<file path="config.mk">
export PLATFORM = sky130hd
export DESIGN_NAME = hold_duration_classifier_flat
export DESIGN_NICKNAME = d
export VERILOG_FILES = /design/src/design/hdc_pkg.sv /design/src/design/hdc_if.sv /design/src/design/hold_duration_classifier.sv /design/src/design/hdc_track.sv /design/src/design/hdc_sel.sv /design/src/flat_wrapper.sv
export SDC_FILE = /design/constraint.sdc
export NUM_CORES = 1
export LEC_CHECK = 0
export ABC_AREA = 1
export BUFFER_PORTS_ARGS = -buffer_cell sky130_fd_sc_hd__clkbuf_2
export CORE_ASPECT_RATIO = 0.6
export CORE_MARGIN = 5
export CORE_UTILIZATION = 50
export CTS_CLUSTER_DIAMETER = 40
export DETAILED_ROUTE_END_ITERATION = 7
export PLACE_DENSITY_LB_ADDON = 0.2
export REMOVE_ABC_BUFFERS = 1
export SETUP_SLACK_MARGIN = 0.5
export SYNTH_ARGS = -nofsm -noshare
export SYNTH_HDL_FRONTEND = slang
export SYNTH_SLANG_ARGS = --single-unit
</file>
<file path="constraint.sdc">
create_clock -name clk -period 12.5 [get_ports clk]
set_input_delay 2.5 -clock clk [delete_from_list [all_inputs] [get_ports clk]]
set_output_delay 2.5 -clock clk [all_outputs]
set_load 0.005 [all_outputs]
</file>
<file path="src/design/hdc_pkg.sv">
package hdc_pkg;

  localparam int unsigned MAX_RUNGS = 4;
  localparam int unsigned RUNG_REGS = 4;
  localparam int unsigned TIME_W    = 32;
  localparam int unsigned ACT_W     = 3;
  localparam int unsigned CNT_W     = 3;
  localparam int unsigned RUNG_W    = TIME_W + ACT_W;
  localparam int unsigned ADDR_W    = 3;
  localparam int unsigned IDX_W     = $clog2(RUNG_REGS);

  // rungs in use never exceed either bound
  localparam int unsigned RUNG_LIMIT = (MAX_RUNGS < RUNG_REGS) ? MAX_RUNGS : RUNG_REGS;

  typedef enum logic [ADDR_W-1:0] {
    REG_DEBOUNCE = 3'd0,
    REG_COUNT    = 3'd1,
    REG_RUNG0    = 3'd2,
    REG_RUNG1    = 3'd3,
    REG_RUNG2    = 3'd4,
    REG_RUNG3    = 3'd5
  } cfg_reg_e;

  typedef struct packed {
    logic [ACT_W-1:0]  act;
    logic [TIME_W-1:0] thr;
  } rung_t;

  // snapshot of one sample after the press/release state update
  typedef struct packed {
    logic              down;
    logic              fire;
    logic [TIME_W-1:0] held;
    logic [TIME_W-1:0] rel_held;
  } track_t;

  typedef struct packed {
    logic             hit;
    logic [IDX_W-1:0] idx;
  } pick_t;

endpackage

</file>
<file path="src/design/hdc_if.sv">
interface hdc_in_if import hdc_pkg::*; ();
  logic              valid;
  logic              ready;
  logic              pressed;
  logic [TIME_W-1:0] now_ms;

  modport source (output valid, pressed, now_ms, input ready);
  modport sink (input valid, pressed, now_ms, output ready);
endinterface

interface hdc_out_if import hdc_pkg::*; ();
  logic              valid;
  logic              ready;
  logic [ACT_W-1:0]  release_action;
  logic [TIME_W-1:0] held_time;
  logic [ACT_W-1:0]  pending_action;
  logic [TIME_W-1:0] ms_to_next;
  logic [ACT_W-1:0]  upcoming_action;
  logic [TIME_W-1:0] current_rung_start;
  logic [TIME_W-1:0] next_rung_start;

  modport source (output valid, release_action, held_time, pending_action, ms_to_next,
                  upcoming_action, current_rung_start, next_rung_start, input ready);
  modport sink (input valid, release_action, held_time, pending_action, ms_to_next,
                upcoming_action, current_rung_start, next_rung_start, output ready);
endinterface

interface hdc_cfg_if import hdc_pkg::*; ();
  logic              valid;
  logic              ready;
  logic [ADDR_W-1:0] addr;
  logic [RUNG_W-1:0] data;

  modport source (output valid, addr, data, input ready);
  modport sink (input valid, addr, data, output ready);
endinterface

</file>
<file path="src/design/hold_duration_classifier.sv">
// An accepted sample is held by the press tracker, then by the output register.
// Throughput: one sample per cycle; the press tracker and the output register each
// take a new transaction every cycle while the result side keeps up.
// Reset (rst, synchronous, active high): button released, press start and all
// configuration registers cleared, both pipeline stages empty.
module hold_duration_classifier import hdc_pkg::*; (
  input logic      clk,
  input logic      rst,
  hdc_cfg_if.sink  cfg,
  hdc_in_if.sink   sample,
  hdc_out_if.source result
);

  // configuration
  logic [TIME_W-1:0] debounce_ms;
  logic [CNT_W-1:0]  rung_count;
  rung_t             rungs [RUNG_REGS];
  logic [CNT_W-1:0]  n;

  assign cfg.ready = 1'b1;

  always_ff @(posedge clk) begin
    if (rst) begin
      debounce_ms <= '0;
      rung_count  <= '0;
      for (int i = 0; i < RUNG_REGS; i++) begin
        rungs[i] <= '0;
      end
    end else if (cfg.valid) begin
      case (cfg.addr)
        REG_DEBOUNCE: debounce_ms <= cfg.data[TIME_W-1:0];
        REG_COUNT:    rung_count  <= cfg.data[CNT_W-1:0];
        REG_RUNG0:    rungs[0]    <= {cfg.data[RUNG_W-1:TIME_W], cfg.data[TIME_W-1:0]};
        REG_RUNG1:    rungs[1]    <= {cfg.data[RUNG_W-1:TIME_W], cfg.data[TIME_W-1:0]};
        REG_RUNG2:    rungs[2]    <= {cfg.data[RUNG_W-1:TIME_W], cfg.data[TIME_W-1:0]};
        REG_RUNG3:    rungs[3]    <= {cfg.data[RUNG_W-1:TIME_W], cfg.data[TIME_W-1:0]};
        default: ; // drop writes to unused indexes
      endcase
    end
  end

  // clamp the rung count to the rungs that exist
  assign n = (rung_count > CNT_W'(RUNG_LIMIT)) ? CNT_W'(RUNG_LIMIT) : rung_count;

  // handshake: stage 1 advances when the output register is free or being drained
  logic   s1_valid;
  logic   adv;
  logic   load;
  logic   out_valid;
  track_t snap;

  assign adv          = s1_valid && (!out_valid || result.ready);
  assign sample.ready = !s1_valid || adv;
  assign load         = sample.valid && sample.ready;
  assign result.valid = out_valid;

  // stage 1: press/release tracking and held time
  hdc_track u_track (
    .clk     (clk),
    .rst     (rst),
    .load    (load),
    .adv     (adv),
    .pressed (sample.pressed),
    .now_ms  (sample.now_ms),
    .valid   (s1_valid),
    .snap    (snap)
  );

  // stage 2: rung picks for the release time and for the live held time
  pick_t rel_pick;
  pick_t live_pick;

  hdc_sel u_sel_rel (
    .held        (snap.rel_held),
    .debounce_ms (debounce_ms),
    .n           (n),
    .rungs       (rungs),
    .pick        (rel_pick)
  );

  hdc_sel u_sel_live (
    .held        (snap.held),
    .debounce_ms (debounce_ms),
    .n           (n),
    .rungs       (rungs),
    .pick        (live_pick)
  );

  // first rung in use not yet reached, lowest index wins
  logic             up_hit;
  logic [IDX_W-1:0] up_idx;

  always_comb begin
    up_hit = 1'b0;
    up_idx = '0;
    for (int i = RUNG_REGS - 1; i >= 0; i--) begin
      if (CNT_W'(i) < n && snap.held < rungs[i].thr) begin
        up_hit = 1'b1;
        up_idx = IDX_W'(i);
      end
    end
  end

  logic [ACT_W-1:0]  rel_act_next;
  logic [ACT_W-1:0]  pend_next;
  logic [TIME_W-1:0] to_next_next;
  logic [ACT_W-1:0]  upc_next;
  logic [TIME_W-1:0] cur_next;
  logic [TIME_W-1:0] nxt_next;
  logic [CNT_W-1:0]  after_idx;
  logic [IDX_W-1:0]  follow_idx;

  assign after_idx  = CNT_W'(live_pick.idx) + CNT_W'(1);
  assign follow_idx = after_idx[IDX_W-1:0];

  always_comb begin
    rel_act_next = (snap.fire && rel_pick.hit) ? rungs[rel_pick.idx].act : '0;
    pend_next    = (snap.down && live_pick.hit) ? rungs[live_pick.idx].act : '0;
    to_next_next = (snap.down && up_hit) ? rungs[up_idx].thr - snap.held : '0;
    upc_next     = (snap.down && up_hit) ? rungs[up_idx].act : '0;
    if (live_pick.hit) begin
      cur_next = rungs[live_pick.idx].thr;
      // the last rung in use repeats its own threshold
      nxt_next = (after_idx >= n) ? rungs[live_pick.idx].thr : rungs[follow_idx].thr;
    end else begin
      cur_next = '0;
      nxt_next = (n != '0) ? rungs[0].thr : '0;
    end
  end

  // output register
  always_ff @(posedge clk) begin
    if (rst) begin
      out_valid <= 1'b0;
    end else if (adv) begin
      out_valid <= 1'b1;
    end else if (result.ready) begin
      out_valid <= 1'b0;
    end
  end

  always_ff @(posedge clk) begin
    if (adv) begin
      result.release_action     <= rel_act_next;
      result.held_time          <= snap.held;
      result.pending_action     <= pend_next;
      result.ms_to_next         <= to_next_next;
      result.upcoming_action    <= upc_next;
      result.current_rung_start <= cur_next;
      result.next_rung_start    <= nxt_next;
    end
  end

endmodule

</file>
<file path="src/design/hdc_track.sv">
module hdc_track import hdc_pkg::*; (
  input  logic              clk,
  input  logic              rst,
  input  logic              load,
  input  logic              adv,
  input  logic              pressed,
  input  logic [TIME_W-1:0] now_ms,
  output logic              valid,
  output track_t            snap
);

  logic              is_down;
  logic [TIME_W-1:0] press_start;
  logic              press_edge;
  logic              release_edge;
  logic [TIME_W-1:0] since_press;

  assign press_edge   = pressed && !is_down;
  assign release_edge = !pressed && is_down;
  assign since_press  = now_ms - press_start;

  always_ff @(posedge clk) begin
    if (rst) begin
      is_down     <= 1'b0;
      press_start <= '0;
      valid       <= 1'b0;
    end else begin
      if (load) begin
        valid <= 1'b1;
      end else if (adv) begin
        valid <= 1'b0;
      end
      if (load && press_edge) begin
        is_down     <= 1'b1;
        press_start <= now_ms;
      end else if (load && release_edge) begin
        is_down <= 1'b0;
      end
    end
  end

  // payload: no reset
  always_ff @(posedge clk) begin
    if (load) begin
      snap.down     <= pressed;
      snap.fire     <= release_edge;
      snap.rel_held <= since_press;
      // a fresh press has held time zero
      snap.held     <= (pressed && !press_edge) ? since_press : '0;
    end
  end

endmodule

</file>
<file path="src/design/hdc_sel.sv">
module hdc_sel import hdc_pkg::*; (
  input  logic              [TIME_W-1:0] held,
  input  logic              [TIME_W-1:0] debounce_ms,
  input  logic              [CNT_W-1:0]  n,
  input  rung_t                          rungs [RUNG_REGS],
  output pick_t                          pick
);

  // highest rung in use whose threshold is reached wins
  always_comb begin
    pick = '0;
    if (held >= debounce_ms) begin
      for (int i = 0; i < RUNG_REGS; i++) begin
        if (CNT_W'(i) < n && held >= rungs[i].thr) begin
          pick.hit = 1'b1;
          pick.idx = IDX_W'(i);
        end
      end
    end
  end

endmodule

</file>
<file path="src/flat_wrapper.sv">
// flat-port wrapper written by rule: the top's interface ports become plain ports
module hold_duration_classifier_flat import hdc_pkg::*;
  (clk, rst, cfg_valid, cfg_addr, cfg_data, cfg_ready, sample_valid, sample_pressed, sample_now_ms, sample_ready, result_valid, result_release_action, result_held_time, result_pending_action, result_ms_to_next, result_upcoming_action, result_current_rung_start, result_next_rung_start, result_ready);
  hdc_cfg_if cfg_i ();
  hdc_in_if sample_i ();
  hdc_out_if result_i ();
  input logic clk;
  input logic rst;
  input wire logic [$bits(cfg_i.valid)-1:0] cfg_valid;
  input wire logic [$bits(cfg_i.addr)-1:0] cfg_addr;
  input wire logic [$bits(cfg_i.data)-1:0] cfg_data;
  output wire logic [$bits(cfg_i.ready)-1:0] cfg_ready;
  input wire logic [$bits(sample_i.valid)-1:0] sample_valid;
  input wire logic [$bits(sample_i.pressed)-1:0] sample_pressed;
  input wire logic [$bits(sample_i.now_ms)-1:0] sample_now_ms;
  output wire logic [$bits(sample_i.ready)-1:0] sample_ready;
  output wire logic [$bits(result_i.valid)-1:0] result_valid;
  output wire logic [$bits(result_i.release_action)-1:0] result_release_action;
  output wire logic [$bits(result_i.held_time)-1:0] result_held_time;
  output wire logic [$bits(result_i.pending_action)-1:0] result_pending_action;
  output wire logic [$bits(result_i.ms_to_next)-1:0] result_ms_to_next;
  output wire logic [$bits(result_i.upcoming_action)-1:0] result_upcoming_action;
  output wire logic [$bits(result_i.current_rung_start)-1:0] result_current_rung_start;
  output wire logic [$bits(result_i.next_rung_start)-1:0] result_next_rung_start;
  input wire logic [$bits(result_i.ready)-1:0] result_ready;
  assign cfg_i.valid = cfg_valid;
  assign cfg_i.addr = cfg_addr;
  assign cfg_i.data = cfg_data;
  assign cfg_ready = cfg_i.ready;
  assign sample_i.valid = sample_valid;
  assign sample_i.pressed = sample_pressed;
  assign sample_i.now_ms = sample_now_ms;
  assign sample_ready = sample_i.ready;
  assign result_valid = result_i.valid;
  assign result_release_action = result_i.release_action;
  assign result_held_time = result_i.held_time;
  assign result_pending_action = result_i.pending_action;
  assign result_ms_to_next = result_i.ms_to_next;
  assign result_upcoming_action = result_i.upcoming_action;
  assign result_current_rung_start = result_i.current_rung_start;
  assign result_next_rung_start = result_i.next_rung_start;
  assign result_i.ready = result_ready;
  hold_duration_classifier u_core (.clk(clk), .rst(rst), .cfg(cfg_i), .sample(sample_i), .result(result_i));
endmodule
</file>
Word level (Yosys, flattened, before mapping)
Cells that the tools add are included.
Widths: inputs -> output; s select.
Operators by class
  add/subtract/negate cells: 3
  $lt $le $gt $ge: 24
  eq/ne operators: 5
  multiplexer cells: 40
  bitwise logic cells: 4
  reduce and logical (&&, ||, !) cells: 40
Operators with widths (number)
  $ge 32x32->1: 10
  $bmux 35 s2: 4
  $mux 35: 6
  $mux 32: 5
  $lt 32x32->1: 4
  $sub 32x32->32: 2
  $mux 3: 11
  $logic_and 1x1->1: 22
  $ge 3x3->1 const B: 4
  $not 2->3: 4
  $reduce_and 2->1: 6
  $mux 1: 10
  $mux 2: 4
  $eq 3x2->1 const B: 2
  $eq 3x3->1 const B: 2
  $lt 1x3->1 const A: 2
  $lt 2x3->1 const A: 2
  $reduce_bool 2->1: 3
  $logic_not 1->1: 5
  $add 2x1->3 const B: 1
  $eq 3x1->1 const B: 1
  $ge 3x3->1: 1
  $gt 3x3->1 const B: 1
  $logic_not 3->1: 1
  2 further kinds: 3
Word-level totals
  register bits after elaboration: 413
  bits of input ports: 76
  output and inout bits: 140

Logic depth before layout (Yosys ltp)
Gate-level depths: netlist of run 1.
  depth after elaboration: 16
  mapped depth: 35
  gate-level depth less buffers: 34

Hierarchy
Synthesis of run 1 repeated with hierarchy kept, for this count alone.
Second synthesis, totals
  cells, all modules: 4620
  area, all modules: 33698.6 µm²
Modules (own cells, without submodules)
  hold_duration_classifier: instances 1, cells an instance 2389, area an instance 19037.0 µm², sequential area each 7637.3 µm²
  hdc_sel: instances 2, cells an instance 723, area an instance 4386.7 µm², sequential area each 0.0 µm²
  hdc_track: instances 1, cells an instance 785, area an instance 5888.1 µm², sequential area each 2662.6 µm²

Worst setup path before layout of run 1
No wires, ideal clock.
  path type: input port to flip-flop
  start: in result_ready
  end: reg u_core.result.current_rung_start[0] (netlist name), enable pin
  library setup time: 0.678 ns
  data arrival time: 9.128 ns
  required time: 11.822 ns
  path slack: 2.694 ns
  stages on the path: 2
  cells stage by stage: inv_1 a21oi_1
Between the ends
  word-level cells in the longest chain between the ends: 2
Ends and longest elaborated chain
  start, declared: line flat_wrapper.sv:25  | input wire logic [$bits(result_i.ready)-1:0] result_ready;
  $logic_or 1x1->1: line hold_duration_classifier.sv:52  | assign adv = s1_valid && (!out_valid || result.ready);
  $logic_and 1x1->1: line hold_duration_classifier.sv:52
  named net u_core.adv: line hold_duration_classifier.sv:47  | logic adv;
  end signal, assigned: line hold_duration_classifier.sv:149  | result.current_rung_start <= cur_next;
  end, declared: line hdc_if.sv:23  | upcoming_action, current_rung_start, next_rung_start, input ready);
The timed path passes the listed nets, and every way through them passes these cells.
A chain may end at the register's enable or synchronous reset.

Worst setup path in the final report of run 1
  start: reg u_core.u_track.snap[63] (netlist name)
  end: reg u_core.result.ms_to_next[16], data pin
Between the ends
  word-level cells in the longest chain between the ends: 11
  elaborated cells on any way between the ends: 22
  classes of those cells: add/sub (1); order compare (4); mux (11); bitwise (1); reduce/logical (5)
Ends and longest elaborated chain
  $lt 32x32->1: line hold_duration_classifier.sv:97  | if (CNT_W'(i) < n && snap.held < rungs[i].thr) begin
  $logic_and 1x1->1: line hold_duration_classifier.sv:97
  $mux 2 (4 in a row): line hold_duration_classifier.sv:97
  $not 2->3 (not written as such): line hold_duration_classifier.sv:119  | to_next_next = (snap.down && up_hit) ? rungs[up_idx].thr - snap.held : '0;
  $bmux 35 s2: line hold_duration_classifier.sv:119
  $mux 35 (not written as such): line hold_duration_classifier.sv:119
  $mux 35
  $sub 32x32->32: line hold_duration_classifier.sv:119
  end signal, assigned: line hold_duration_classifier.sv:147  | result.ms_to_next <= to_next_next;
  end, declared: line hdc_if.sv:22  | modport source (output valid, release_action, held_time, pending_action, ms_to_next,
Several ways; a longest one is shown, not always the timed one. The select of a mux whose other input is x is not followed.

==> results.md, run 1 <==
- Status: finished, violations left
- Failing checks: DRC
- Drt initial violations: 3,915
- Power, Total: between 4 and 5 mW
- RSZ-0062 raised after global routing: no
- CP endpoint kind: flop
- Nets: 4,319
- Hold Fails Final Rpt: 0
- Fin Hold WS: 0.457 ns
- XOR/XNOR Fraction of Synth Area: roughly 1.2%
- Synth Warn #: 0
- Synth Instances: 3,723
- Initial Util: 50.3%
- First-pass GRT wire length: around 160,000 um
- Hpwl dp: 78,100 um
- Compound-Gate Fraction of Synth Area: 18.3%
- Leak pwr: around 14 nW
- Hold_buf cts: 0
- Vias: roughly 28,000
- Worst-path fanout max: 44
- Met1 wire length: 48,100 um
- Post-Synth Simple-Gate Area: 19.4%
- DRT antenna net count: 0
- Initial antenna violation count: 4
- FF-to-FF Start: u_core.u_track.snap[63]$_SDFFCE_PN0P_
- Main combinational cell family by area after synthesis: simple AND/OR/NAND/NOR gates
- Critical path class: flop to flop
- Seq cells post-synth: slightly above 400
- Core area: between 0.05 and 0.06 sq mm
- Power Density: 136 mW/mm^2
- Mux contribution to synthesized area: 0%
- CTS clk-pin slew, worst paths: 0.06 ns
- Yosys top cell by area: edfxtp_1
- Grt total ovfl: 0
- Cell Area, Synth: between 0.02 and 0.03 sq mm
- Post-synth EDFFs: 203
- Synth Flop Type: dfxtp_1
- IO buf count: 214
- Clk root buf: clkbuf_16
- Tmin final: 6.95 ns
- R2R depth: 27
- Async SR Flop Fraction: 0%
- Htree depth: 2
- FF-to-FF End: u_core.result.ms_to_next[16]$_SDFFCE_PN0P_
- Worst vdd ir: 99.0 uV
- Commonest non-fill, non-tap cell in the layout: a21oi_1
- Gr usage total: 33.5%
- Slew Limit Fails: 0
- CTS tree: built
- Die Span Y: 196 um
- DR WL met3: between 15,000 and 20,000 um
- Skew final: 0.0268 ns
- Top Layer Used: met5
- Hold Path Sink: u_core.u_track.press_start[6]$_SDFFE_PP0P_
- Max Freq: around 140 MHz
- Area delta synth->final: 11.7%
- Vias in the first global route: 25,282
- Detailed Route WL: around 110,000 um
- # resized after CTS: 0
- Most frequent cells in the layout: a21oi_1 (533), nand2_1 (513), nand3_1 (452)
- Fillers: 5,394
- Critical path startpoint category: flop
- Worst slew pin tran: 1.16 ns
- R2r setup slk: 5.55 ns
- DR vias/cell: ~6.0
- Setup Total Neg Slack: 0 ns
- Max_cap viols: 0
- Synth area leaders: edfxtp_1 (21%), ha_1 (17%), dfxtp_1 (15%), a21oi_1 (9.3%), nand3_1 (7.9%)
- Drt drc: 5
- Synth Area in Adders: 16.9%
- Worst relative slew slack: 22.7%
- Cell variety after synth: 49
- Pre-antenna DRT Iters: 8
- Post-synthesis sequential area ratio: 35.8%
- Clk_lat worst skew: roughly 0.64 ns
- Die area: about 0.063 sq mm
- CTS Buf Count: 55
- Avg Cell Area, Syn: 7.74 sq um
- Gpl congestion: around 1
- Setup bufs post-CTS: 0
- HP Class: flop to flop
- Synth top area share: about a fifth
- Largest net degree at the start of global routing: roughly 130
- Clock Tree Buf Depth: 3
- Data arrival, critical path: 7.44 ns
- Share of cells above drive strength 1: 9.43%
- Setup violators final: 0
- CTS sink cnt: between 400 and 500
- Hold Startpoint: u_core.u_track.press_start[6]$_SDFFE_PP0P_
- Hold Path Depth: 2
- Wire per inst: 23.3 um
- CP Data Required Time: between 10 and 15 ns
- I/O pin cnt: around 220
- Row cnt: 68
- Final period utilization: 55.6%
- Met2 Wirelength: 39,500 um
- Die W: 320 um
==> worst max-delay path, cell delays in order, from the launching register on <==
cell	delay [ns]
edfxtp_1	0.55
ha_1	0.37
nand2_1	0.07
inv_1	0.07
nand3_1	0.12
nor3_1	0.47
and3_1	0.37
nand2_1	0.10
nand3_1	0.25
nand3_2	0.60
buf_4	0.58
inv_1	0.41
o21ai_0	0.16
o22ai_1	0.19
ha_1	0.17
inv_1	0.06
fa_1	0.40
nand3_1	0.10
nand2_1	0.18
nand2_1	0.11
nand2_1	0.10
a21oi_1	0.30
o21ai_0	0.22
nand3_1	0.11
nand3_1	0.12
xor2_1	0.42
inv_1	0.08
nor2_1	0.10
==> worst max-delay path by stage <==
stage	end	depth (start not counted)	slack (ns)	startpoint
after global routing	u_core.result.ms_to_next[17]$_SDFFCE_PN0P_	24	5.32	u_core.u_track.snap[63]$_SDFFCE_PN0P_
after floorplan	u_core.result.current_rung_start[0]$_SDFFCE_PN0P_	2	2.69	result_ready
after CTS	u_core.result.ms_to_next[24]$_SDFFCE_PN0P_	28	5.93	u_core.u_track.snap[63]$_SDFFCE_PN0P_
final	u_core.result.ms_to_next[16]$_SDFFCE_PN0P_	27	5.55	u_core.u_track.snap[63]$_SDFFCE_PN0P_
after detailed placement	u_core.result.ms_to_next[24]$_SDFFCE_PN0P_	28	5.93	u_core.u_track.snap[63]$_SDFFCE_PN0P_
after global placement	u_core.result.ms_to_next[24]$_SDFFCE_PN0P_	28	6.04	u_core.u_track.snap[63]$_SDFFCE_PN0P_
==> routing by layer <==
layer | vias to the layer above | track usage [%]
li1 | 13202 | -
met5 | - | 0
met3 | 211 | 14.8
met2 | 1747 | 42.9
met1 | 12756 | 50.0
met4 | 6 | 10.1
==> power by group <==
| part | switching [mW] | internal (mW) |
|---|---|---|
| clock network | 0.699 | 0.930 |
| registers | 0.0817 | 1.51 |
| logic | 0.806 | 0.364 |
| total | 1.59 | 2.80 |
==> synth_stat cells, types with 3 or more instances <==
cell type and number:
a21boi_1 3, a21o_1 15, a21oi_1 534, a31oi_1 11
and3_1 3, buf_1 9, buf_2 44, buf_4 7
buf_6 13, clkbuf_1 92, clkinv_1 6, dfxtp_1 210
edfxtp_1 203, ha_1 386, inv_1 422, nand2_1 514
nand2_2 4, nand3_1 455, nand3b_1 7, nand4_1 34
nor2_1 208, nor2b_1 4, nor3_1 23, nor4_1 7
o211ai_1 17, o21a_1 16, o21ai_0 366, o21ai_1 36
o21ai_2 4, o31ai_1 3, or2_2 4, xnor2_1 14
xor2_1 26
==> area by class of cell <==
cell class / count / area (sq um) / share of cell area, %
Clock buffer: 64 / 1470 / 4.58
Multi-Input combinational cell: 2715 / 16100 / 50.2
Antenna cell: 1 / 2.50 / 0.00778
Timing Repair Buffer: 240 / 1270 / 3.94
Inverter: 430 / 1620 / 5.03
Sequential cell: 413 / 10300 / 32.0
Clock inverter: 39 / 402 / 1.25
Tap cell: 770 / 963 / 2.99
==> sequential cells by signal, summed over array words and instances (netlist names) <==
signal                            flops
u_core.rungs                        140
u_core.u_track.snap                  66
u_core.debounce_ms                   32
u_core.result.current_rung_start     32
u_core.result.held_time              32
u_core.result.ms_to_next             32
u_core.result.next_rung_start        32
u_core.u_track.press_start           32
u_core.result.pending_action          3
u_core.result.release_action          3
u_core.result.upcoming_action         3
u_core.rung_count                     3
u_core.result.valid                   1
u_core.u_track.is_down                1
u_core.u_track.valid                  1
==> per-stage QoR <==
stage	setup WS, ns	cell area, sq um	instances	util [%]
final	5.55	32200	4672	56.2
after global routing	5.32	32200	4672	56.2
after CTS	5.93	32200	4671	56.2
after detailed placement	5.93	30300	4568	52.9
after global placement	6.04	30300	4568	52.9
after floorplan	2.69	28000	3558	-
==> cell families (layout without fill, tap and decap cells) <==
family	after synthesis	after routing
buffers and inverters	595	773
other	1	2
XOR/XNOR	40	40
AO/OA/AOI/OAI	1016	1016
adder cells (fa/ha/maj)	388	388
flip-flops	413	413
AND/OR/NAND/NOR	1270	1270
No activity file was read; power rests on OpenSTA's default activity.
==> run 2, diff against run 1 <==
==> constraint.sdc (replaced) <==
create_clock -name clk -period 5.8 [get_ports clk]
set_input_delay 1.16 -clock clk [delete_from_list [all_inputs] [get_ports clk]]
set_output_delay 1.16 -clock clk [all_outputs]
set_load 0.005 [all_outputs]
==> results.md, run 2 (same netlist as run 1, synthesis figures left out) <==
- Wire per inst: 23.3 um
- Largest net degree at the start of global routing: 138
- Share of cells above drive strength 1: 11.6%
- Hold Fails Final Rpt: 0
- CP Data Required Time: about 6.3 ns
- Gr usage total: 33.7%
- Die Span Y: 196 um
- Most frequent cells in the layout: a21oi_1 (528), nand2_1 (509), nand3_1 (450)
- Largest registers: u_core.rungs x140, u_core.u_track.snap x66
- Critical path class: flop to flop
- CP Buf/Inv Count: 5
- Core area: 0.0573 sq mm
- Power, Total: between 9 and 10 mW
- Commonest non-fill, non-tap cell in the layout: a21oi_1
- Pre-antenna DRT Iters: 6
- Register area: 0.0103 sq mm
- Die W: 320 um
- CTS tree: built
- Row cnt: 68
- Power Density: between 200 and 300 mW/mm^2
- Drt initial violations: 4,223
- Die area: 0.0627 sq mm
- Clk_lat worst skew: approximately 0.63 ns
- Initial antenna violation count: 4
- Critical path's largest stage delay: 0.55 ns
- Tmin final: 5.17 ns
- CP endpoint kind: flop
- Crit path max-delay family: simple AND/OR/NAND/NOR gates
- Gpl congestion: 1.05
- FF-to-FF End: u_core.result.ms_to_next[30]$_SDFFCE_PN0P_
- DR vias/cell: 6.05
- Vias: 28,582
- Leak pwr: 14.7 nW
- Hold_buf cts: 0
- RSZ-0062 raised after global routing: no
- Post-Place Worst Slack: 0.256 ns
- I/O pin cnt: roughly 220
- Slew Limit Fails: 0
- Worst relative slew slack: around 20%
- CTS Buf Count: 51
- Critical path startpoint category: flop
- First-pass GRT wire length: 162,000 um
- Crit. Startpoint: u_core.u_track.snap[41]$_SDFFCE_PN0P_
- Nets: 4,376
- Clk root buf: clkbuf_16
- Setup violators final: 0
- Final worst setup slack: ~0.63 ns
- R2R depth: 28
- HP Class: flop to flop
- Worst-path fanout max: 15
- Clock Tree Buf Depth: 3
- IO buf count: 214
- R2r setup slk: between 0.6 and 0.7 ns
- Slowest cell on crit path: edfxtp_1
- Area delta synth->final: 14.1%
- CTS clk-pin slew, worst paths: 0.07 ns
- Initial Util: 50.3%
- Max reg flops: 140
- Area of the multi-input gates: 0.0163 sq mm
- Skew final: 0.0356 ns
- Grt total ovfl: 0
- Hpwl dp: 79,600 um
- Worst slew pin tran: ~1.2 ns
- FF-to-FF Start: u_core.u_track.snap[41]$_SDFFCE_PN0P_
- Critical path depth in cells: 28
- Fillers: 5,290
- Status: complete, no violations
- DRT antenna net count: 0
- Data arrival, critical path: between 5 and 6 ns
- Most used cell, CP: nand2_1
- Worst Setup EP: u_core.result.ms_to_next[30]$_SDFFCE_PN0P_
- Most flops, register: u_core.rungs
- Worst vdd ir: around 260 uV
- Final period utilization: 89.2%
- CTS sink cnt: 413
- Max Freq: just under 200 MHz
- Vias in the first global route: 25,184
- Htree depth: 2
- Detailed Route WL: approximately 110,000 um
- Max_cap viols: 0
- Drt drc: 0
-- run 2: cell count changes in the layout (fill, tap and decap cells not counted), moves of 7 or more --
cell and change:
o21ai_1 +7, ha_1 -8, nor2_2 +7, o21ai_0 -8, buf_4 +50, nor2_1 -7
-- run 2: metrics by stage --
stage | instances | TNS, ns | area [sq um] | hold WS (ns) | util [%]
after floorplan | 3558 | -457.50 | 28000 | 0.429 | -
after global placement | 4600 | 0 | 30500 | 0.440 | 53.3
after detailed placement | 4600 | 0 | 30500 | 0.443 | 53.3
after CTS | 4695 | 0 | 32400 | 0.453 | 56.5
after global routing | 4725 | 0 | 32900 | 0.468 | 57.4
final | 4725 | 0 | 32900 | 0.453 | 57.4
-- run 2: layer usage --
metal	GRT usage, %	share of wire (%)	vias up
li1	-	-	13328
met1	51.4	44	13191
met2	44.1	38	1867
met3	13.1	16	192
met4	7.67	2.1	4
met5	0	0.025	-
-- run 2: report_power, final --
part	switching, mW	internal [mW]	total, mW
clock	1.50	1.95	3.45
combinational	1.77	0.846	2.62
sequential	0.180	3.25	3.43
-- run 2: area by class of cell --
cell class | count | share of cell area, %
Antenna cell | 1 | 0.00761
Clock buffer | 61 | 4.25
Clock inverter | 34 | 1.25
Inverter | 430 | 4.93
Multi-Input combinational cell | 2715 | 49.7
Sequential cell | 413 | 31.3
Tap cell | 770 | 2.93
Timing Repair Buffer | 301 | 5.60
-- run 2: worst min-delay path by stage --
stage,cells after the start,from,slack (ns),to
2_1_floorplan,2,u_core.u_track.press_start[0]$_SDFFE_PP0P_,0.43,u_core.u_track.press_start[0]$_SDFFE_PP0P_
3_3_place_gp,2,u_core.u_track.press_start[0]$_SDFFE_PP0P_,0.44,u_core.u_track.press_start[0]$_SDFFE_PP0P_
3_5_place_dp,2,u_core.u_track.press_start[0]$_SDFFE_PP0P_,0.44,u_core.u_track.press_start[0]$_SDFFE_PP0P_
4_1_cts,2,u_core.u_track.press_start[0]$_SDFFE_PP0P_,0.45,u_core.u_track.press_start[0]$_SDFFE_PP0P_
5_1_grt,2,u_core.u_track.press_start[29]$_SDFFE_PP0P_,0.47,u_core.u_track.press_start[29]$_SDFFE_PP0P_
6_report,2,u_core.u_track.press_start[0]$_SDFFE_PP0P_,0.45,u_core.u_track.press_start[0]$_SDFFE_PP0P_
-- run 2: worst register-to-register path: cells and delay by family (launching register included) --
kind | cells | cell delay, ns
simple gates | 13 | 1.73
compound gates | 8 | 1.29
flops | 1 | 0.55
fa+ha+maj | 2 | 0.69
buf+inv | 5 | 0.79
-- run 2: what timing repair did --
item / CTS / global route
buffers inserted: 0 / 27
gates cloned: 0 / 2
gates resized for setup: 7 / 58
pin swaps: 0 / 7
endpoints found under the setup margin: 8 / 21
